$ cat src/design/oppd_pkg.sv
`timescale 1ns / 1ps
package oppd_pkg;

	localparam int SAMPLE_BITS = 24;
	localparam int MAX_SAMPLES = 4096;
	localparam int INDEX_BITS  = 12;

	typedef logic [SAMPLE_BITS-1:0] sample_t;
	typedef logic [INDEX_BITS-1:0]  index_t;

	// index saturates at the smaller of MAX_SAMPLES-1 and the field maximum
	localparam int INDEX_LIMIT_INT = (MAX_SAMPLES - 1 < (1 << INDEX_BITS) - 1) ?
		MAX_SAMPLES - 1 : (1 << INDEX_BITS) - 1;
	localparam index_t INDEX_LIMIT = index_t'(INDEX_LIMIT_INT);

	// 50 mmHg in converter counts
	localparam sample_t STOP_LEVEL_RESET = sample_t'(1411853);

	typedef struct packed {
		index_t  peak_index;
		sample_t peak_rise;
		logic    peak_valid;
		logic    done_res;
	} result_t;

endpackage

$ cat src/design/oppd_if.sv
`timescale 1ns / 1ps
interface oppd_sample_if import oppd_pkg::*; ();
	logic    valid;
	logic    ready;
	sample_t pressure;
	logic    first;

	modport source (output valid, output pressure, output first, input ready);
	modport sink (input valid, input pressure, input first, output ready);
endinterface

interface oppd_peak_if import oppd_pkg::*; ();
	logic    valid;
	logic    ready;
	index_t  peak_index;
	sample_t peak_rise;
	logic    peak_valid;
	logic    done_res;

	modport source (output valid, output peak_index, output peak_rise, output peak_valid,
		output done_res, input ready);
	modport sink (input valid, input peak_index, input peak_rise, input peak_valid,
		input done_res, output ready);
endinterface

interface oppd_cfg_if import oppd_pkg::*; ();
	logic    valid;
	logic    ready;
	sample_t stop_level;

	modport source (output valid, output stop_level, input ready);
	modport sink (input valid, input stop_level, output ready);
endinterface

$ cat src/design/oscillometric_pulse_peak_detector.sv
`timescale 1ns / 1ps
// Channel   Dir  Payload                                        Handshake
// samples   in   pressure[23:0], first                          valid/ready
// peaks     out  peak_index[11:0], peak_rise[23:0], peak_valid,  valid/ready
//                done_res
// cfg       in   stop_level[23:0]                               valid/ready, always ready
//
// One sample per cycle sustained unless the result register stalls: input register,
// then the rise subtract/compare and run tracking feed the result register.
// Reset clears the pipeline and leaves the detector idle until a first sample;
// stop_level returns to 1411853.
// A stalled result register holds the input register; samples keep flowing while
// the result register is free or being taken in the same cycle.
module oscillometric_pulse_peak_detector import oppd_pkg::*; (
	input  logic         clk,
	input  logic         arst_n,
	oppd_sample_if.sink  samples,
	oppd_peak_if.source  peaks,
	oppd_cfg_if.sink     cfg
);

	logic    valid_s1;
	sample_t pressure_s1;
	logic    first_s1;

	sample_t stop_level_q;
	sample_t prev_q;
	index_t  index_q;
	logic    run_open_q;
	sample_t run_max_q;
	index_t  run_max_index_q;
	logic    fin_q;

	logic    out_valid_q;
	result_t out_q;

	logic    advance;
	sample_t prev_d;
	index_t  index_d;
	index_t  index_inc;
	logic    run_open_d;
	sample_t run_max_d;
	index_t  run_max_index_d;
	logic    fin_d;
	logic    emit;
	result_t res;
	logic    at_stop;
	sample_t rise;

	assign advance       = valid_s1 && (!out_valid_q || peaks.ready);
	assign samples.ready = !valid_s1 || advance;
	assign cfg.ready     = 1'b1;

	always_ff @(posedge clk or negedge arst_n) begin
		if (!arst_n) begin
			valid_s1 <= 1'b0;
		end else if (samples.ready) begin
			valid_s1 <= samples.valid;
		end
	end

	always_ff @(posedge clk) begin
		if (samples.valid && samples.ready) begin
			pressure_s1 <= samples.pressure;
			first_s1    <= samples.first;
		end
	end

	always_ff @(posedge clk or negedge arst_n) begin
		if (!arst_n) begin
			stop_level_q <= STOP_LEVEL_RESET;
		end else if (cfg.valid && cfg.ready) begin
			stop_level_q <= cfg.stop_level;
		end
	end

	assign at_stop   = pressure_s1 <= stop_level_q;
	assign rise      = pressure_s1 - prev_q;
	assign index_inc = (index_q < INDEX_LIMIT) ? index_q + index_t'(1) : index_q;

	always_comb begin
		prev_d          = prev_q;
		index_d         = index_q;
		run_open_d      = run_open_q;
		run_max_d       = run_max_q;
		run_max_index_d = run_max_index_q;
		fin_d           = fin_q;
		emit            = 1'b0;
		res             = '0;
		if (first_s1) begin
			prev_d          = pressure_s1;
			index_d         = '0;
			run_open_d      = 1'b0;
			run_max_d       = '0;
			run_max_index_d = '0;
			fin_d           = at_stop;
			if (at_stop) begin
				emit         = 1'b1;
				res.done_res = 1'b1;
			end
		end else if (!fin_q) begin
			index_d = index_inc;
			prev_d  = pressure_s1;
			if (at_stop) begin
				fin_d        = 1'b1;
				run_open_d   = 1'b0;
				emit         = 1'b1;
				res.done_res = 1'b1;
				if (run_open_q) begin
					res.peak_index = run_max_index_q;
					res.peak_rise  = run_max_q;
					res.peak_valid = 1'b1;
				end
			end else if (pressure_s1 > prev_q) begin
				// rising edge: open a run or raise its maximum; earlier index wins ties
				if (!run_open_q || rise > run_max_q) begin
					run_max_d       = rise;
					run_max_index_d = index_inc;
				end
				run_open_d = 1'b1;
			end else if (run_open_q) begin
				run_open_d     = 1'b0;
				emit           = 1'b1;
				res.peak_index = run_max_index_q;
				res.peak_rise  = run_max_q;
				res.peak_valid = 1'b1;
			end
		end
	end

	always_ff @(posedge clk or negedge arst_n) begin
		if (!arst_n) begin
			prev_q          <= '0;
			index_q         <= '0;
			run_open_q      <= 1'b0;
			run_max_q       <= '0;
			run_max_index_q <= '0;
			fin_q           <= 1'b1;
		end else if (advance) begin
			prev_q          <= prev_d;
			index_q         <= index_d;
			run_open_q      <= run_open_d;
			run_max_q       <= run_max_d;
			run_max_index_q <= run_max_index_d;
			fin_q           <= fin_d;
		end
	end

	always_ff @(posedge clk or negedge arst_n) begin
		if (!arst_n) begin
			out_valid_q <= 1'b0;
		end else if (!out_valid_q || peaks.ready) begin
			out_valid_q <= advance && emit;
		end
	end

	always_ff @(posedge clk) begin
		if (advance && emit) begin
			out_q <= res;
		end
	end

	assign peaks.valid      = out_valid_q;
	assign peaks.peak_index = out_q.peak_index;
	assign peaks.peak_rise  = out_q.peak_rise;
	assign peaks.peak_valid = out_q.peak_valid;
	assign peaks.done_res   = out_q.done_res;

	a_empty_result_zero: assert property (@(posedge clk) disable iff (!arst_n)
		out_valid_q && !out_q.peak_valid |-> out_q.peak_index == '0 && out_q.peak_rise == '0)
		else $error("result without peak carries nonzero fields");

	a_open_run_positive: assert property (@(posedge clk) disable iff (!arst_n)
		run_open_q |-> run_max_q != '0)
		else $error("open run with zero maximum rise");

	a_finished_no_run: assert property (@(posedge clk) disable iff (!arst_n)
		fin_q |-> !run_open_q)
		else $error("run left open after sweep end");

	a_done_finishes: assert property (@(posedge clk) disable iff (!arst_n)
		advance && emit && res.done_res |=> fin_q)
		else $error("done result did not end the sweep");

endmodule

$ cat src/flat_wrapper.sv
// flat-port wrapper written by rule: the top's interface ports become plain ports
module oscillometric_pulse_peak_detector_flat import oppd_pkg::*;
  (clk, arst_n, samples_valid, samples_pressure, samples_first, samples_ready, peaks_valid, peaks_peak_index, peaks_peak_rise, peaks_peak_valid, peaks_done_res, peaks_ready, cfg_valid, cfg_stop_level, cfg_ready);
  oppd_sample_if samples_i ();
  oppd_peak_if peaks_i ();
  oppd_cfg_if cfg_i ();
  input  logic clk;
  input  logic arst_n;
  input wire logic [$bits(samples_i.valid)-1:0] samples_valid;
  input wire logic [$bits(samples_i.pressure)-1:0] samples_pressure;
  input wire logic [$bits(samples_i.first)-1:0] samples_first;
  output wire logic [$bits(samples_i.ready)-1:0] samples_ready;
  output wire logic [$bits(peaks_i.valid)-1:0] peaks_valid;
  output wire logic [$bits(peaks_i.peak_index)-1:0] peaks_peak_index;
  output wire logic [$bits(peaks_i.peak_rise)-1:0] peaks_peak_rise;
  output wire logic [$bits(peaks_i.peak_valid)-1:0] peaks_peak_valid;
  output wire logic [$bits(peaks_i.done_res)-1:0] peaks_done_res;
  input wire logic [$bits(peaks_i.ready)-1:0] peaks_ready;
  input wire logic [$bits(cfg_i.valid)-1:0] cfg_valid;
  input wire logic [$bits(cfg_i.stop_level)-1:0] cfg_stop_level;
  output wire logic [$bits(cfg_i.ready)-1:0] cfg_ready;
  assign samples_i.valid = samples_valid;
  assign samples_i.pressure = samples_pressure;
  assign samples_i.first = samples_first;
  assign samples_ready = samples_i.ready;
  assign peaks_valid = peaks_i.valid;
  assign peaks_peak_index = peaks_i.peak_index;
  assign peaks_peak_rise = peaks_i.peak_rise;
  assign peaks_peak_valid = peaks_i.peak_valid;
  assign peaks_done_res = peaks_i.done_res;
  assign peaks_i.ready = peaks_ready;
  assign cfg_i.valid = cfg_valid;
  assign cfg_i.stop_level = cfg_stop_level;
  assign cfg_ready = cfg_i.ready;
  oscillometric_pulse_peak_detector u_core (.clk(clk), .arst_n(arst_n), .samples(samples_i), .peaks(peaks_i), .cfg(cfg_i));
endmodule
$ cat config.mk
export PLATFORM = sky130hd
export DESIGN_NAME = oscillometric_pulse_peak_detector_flat
export DESIGN_NICKNAME = d
export VERILOG_FILES = /design/src/design/oppd_pkg.sv /design/src/design/oppd_if.sv /design/src/design/oscillometric_pulse_peak_detector.sv /design/src/flat_wrapper.sv
export SDC_FILE = /design/constraint.sdc
export NUM_CORES = 1
export LEC_CHECK = 0
export ABC_CLOCK_PERIOD_IN_PS = 8890
export BUFFER_PORTS_ARGS = -buffer_cell sky130_fd_sc_hd__buf_4
export CAP_MARGIN = 20
export CORE_MARGIN = 3
export CORE_UTILIZATION = 30
export CTS_CLUSTER_SIZE = 25
export DETAILED_ROUTE_END_ITERATION = 10
export GPL_TIMING_DRIVEN = 0
export PLACE_DENSITY_LB_ADDON = 0.15
export REMOVE_ABC_BUFFERS = 1
export SLEW_MARGIN = 20
export SYNTH_ARGS = -nofsm -noshare
export SYNTH_HDL_FRONTEND = slang
export SYNTH_SLANG_ARGS = --single-unit
$ cat constraint.sdc
create_clock -name clk -period 8.89 [get_ports clk]
set_input_delay 1.778 -clock clk [delete_from_list [all_inputs] [get_ports clk]]
set_output_delay 1.778 -clock clk [all_outputs]
set_load 0.02 [all_outputs]
==> flow_summary.yaml <==
floorplan:
  io_pins: 95
  die_area_um2: 31100
  core_area_um2: 28200
  fp.dieH_um: 176
  rows: 61
  die_w_um: 176
  start_util_pct: 30.9
pwr:
  pwr-share-seq_pct: 35.3
  p_sw_share_pct: 36.3
  comb_power_share_pct: 37.9
  clock_power_share_pct: 26.8
  vdd_drop_max_v: 0.000130
  power_density_nw_per_um2: 273
  leakagePower_nw: 4.53
  p_switching_mw: 1.04
  internal-power_mw: 1.82
sta:
  finalSetupViolations: 0
  tns_ns: 0
  hold_viol_final: 0
  fmax_mhz: 199
  rsz0062_at_grt: "false"
  post-route-period-util_pct: 56.6
  slew_headroom_pct: 47.9
  slew_violations: 0
  hold_ws_ns: 0.483
  finalClockSkew_ns: 0.0211
  tightest_slew_ns: 0.781
  period_needed_ns: 5.04
clock_network:
  cts.path.max_buffers: 2
  cts_made_buffers: 17
  h-tree-depth: 4
  ctsResizeCount: 0
  clk_pin_slew_ns: 0.08
  cts_sinks: 163
  cts_tree: "built"
  clock_latency_ns: 0.43
  ctsHoldBuffers: 0
  post_cts_buffers: 0
  cts_root_buffer: "clkbuf_16"
synthesis:
  syn-cell-area_um2: 8700
  synth-seq-cells: 163
  ys.flop_type: "dfrtp_1"
  netlist-cell-type-count: 70
  synth_area_leaders: "dfrtp_1, edfxtp_1, ha_1, o21ai_0, inv_1"
  synth_top_area_share_pct: 25.6
  synth_edf_count: 63
  yosys_warnings: 0
  netlist.top_cell.by_area: "dfrtp_1"
  netlist_instances: 825
  synth.most_common_cell: "dfrtp_1"
  synth_commonest_cells: "dfrtp_1, inv_1, nand2_1"
  async_flop_share_pct: 61.3
  seq_area_frac_synth_pct: 50.7
  syn_avg_cell_area_um2: 10.5
route:
  drt-initial-drc-count: 299
  drc: 0
  dr.pass1.iters: 5
  viasPerCell: 4.57
  wirelength_um: 19000
  via_count: 5980
  final_antenna_net_count: 0
  wl_per_cell_um: 14.5
final_layout:
  n_antenna_cell: 0
  flow.area_growth_from_synthesis_pct: 20.5
  nNetsFinal: 1045
  layout-drive-gt1-share_pct: 18.1
  stdcell_area_um2: 10500
place:
  placed_cell_area_um2: 9860
  gp_congestion: 0.767
  port_buffers: 93
  hpwl_um: 14000
worst_setup_path:
  required_ns: 9.21
  rr_endpoint: "u_core.run_max_index_q[11]"
  r2r_start: "u_core.pressure_s1[0]"
  critPathKind: "register to register"
  reg2reg_setup_slack_ns: 3.85
  end_kind: "register"
  cp.arrival_ns: 5.36
  start_kind: "register"
  reg2regPathDepth: 19
  cp_max_fo: 26
outcome:
  outcome: "finished clean"
global_route:
  grt_max_degree: 59
  grt_pass1_vias: 6005
  grt_first_pass_wirelength_um: 31500
  gr-total-overflow: 0
  track_usage_pct: 12.8
  antenna_found_initial: 0
hold_path:
  holdPathStages: 1
  min-delay-start: "u_core.run_max_index_q[3]"
  min-delay-path-class: "register to register"
  holdPathEnd: "u_core.run_max_index_q[3]"
run:
  drv_cap: 0
per-stage QoR:
step	util, %	power [mW]	cells	setup WS [ns]
floorplan	-	1.81	797	4.34
global placement	34.5	2.11	1268	2.64
detailed placement	35.0	2.13	1275	3.81
CTS	37.2	2.92	1307	3.80
global route	37.2	3.12	1308	3.39
finish	37.2	2.86	1308	3.85
routing by layer:
metal  GRT usage, %  wire [µm]  share of wire (%)
met3           2.37        789                4.2
met5              0          0                  0
met4           3.46        137               0.72
met1           18.4       9750                 51
met2           19.8       8310                 44
sequential cells by signal, indices dropped and copies added (netlist names):
| name | flops |
|---|---|
| u_core.pressure_s1 | 24 |
| u_core.peaks.peak_rise | 24 |
| u_core.valid_s1 | 1 |
| u_core.fin_q | 1 |
| u_core.peaks.peak_index | 12 |
| u_core.index_q | 12 |
| u_core.run_open_q | 1 |
| u_core.peaks.valid | 1 |
| u_core.run_max_q | 24 |
| u_core.first_s1 | 1 |
| u_core.prev_q | 24 |
| u_core.peaks.peak_valid | 1 |
| u_core.run_max_index_q | 12 |
| u_core.peaks.done_res | 1 |
| u_core.stop_level_q | 24 |
critical path, stage by stage (launching register included):
cell	delay (ns)
edfxtp_1	0.36
inv_1	0.13
ha_1	0.20
fa_1	0.23
nor2b_1	0.07
o31a_1	0.28
o31ai_1	0.33
a21oi_1	0.19
a21oi_1	0.36
o31ai_1	0.15
xor2_1	0.20
ha_1	0.31
nand4_1	0.11
nor3_1	0.40
nand3_1	0.16
o31a_1	0.14
a31oi_1	0.32
a211o_2	0.41
buf_12	0.24
mux2_1	0.33
layout by cell type (no fill, tap or decap), types with 17 or more instances in the layout:
| master | n |
|---|---|
| buf_4 | 92 |
| dfrtp_1 | 89 |
| inv_1 | 80 |
| nand2_1 | 79 |
| ha_1 | 73 |
| o21ai_0 | 72 |
| edfxtp_1 | 63 |
| a21oi_1 | 42 |
| nor2_1 | 42 |
| and2_1 | 37 |
| a22o_1 | 27 |
| clkbuf_16 | 19 |
| xnor2_1 | 17 |
worst max-delay path by stage:
stage | startpoint | to | slack, ns
finish | u_core.pressure_s1[0] | u_core.run_max_index_q[11] | 3.85
global route | u_core.pressure_s1[0] | u_core.run_max_index_q[11] | 3.39
CTS | u_core.pressure_s1[0] | u_core.run_max_index_q[11] | 3.80
floorplan | peaks_ready | u_core.peaks.done_res | 4.34
global placement | peaks_ready | u_core.run_max_q[19] | 2.64
detailed placement | u_core.pressure_s1[0] | u_core.run_max_index_q[11] | 3.81
kinds of logic (layout without fill, tap and decap cells):
family	after synthesis	after routing	synth area share, %
AOI/OAI and AO/OA	204	204	15.0
DFF	163	163	50.7
other	1	1	0.0431
buffers and inverters	110	215	5.37
adders and majority gates	74	74	10.7
xor gates and xnor gates	25	25	2.52
muxes	14	14	2.01
and+or+nand+nor	234	234	13.7
power groups by stage:
stage          combinational [mW]  clock (mW)  sequential [mW]
2_1_floorplan               0.781           0             1.03
6_report                     1.09       0.766             1.01
3_3_place_gp                 1.07           0             1.03
4_1_cts                      1.11       0.794             1.01
5_1_grt                      1.27       0.824             1.03
3_5_place_dp                 1.10           0             1.03
area by class of cell:
| cell class | count | area (µm²) |
|---|---|---|
| inverter | 82 | 308 |
| clock buffer | 20 | 479 |
| clock inverter | 12 | 131 |
| multi-input combinational | 552 | 3840 |
| fill | 2885 | 17700 |
| sequential | 163 | 4410 |
| timing repair buffer | 101 | 846 |
| tap | 378 | 473 |
Note: power is estimated with default switching activity, not from simulation.
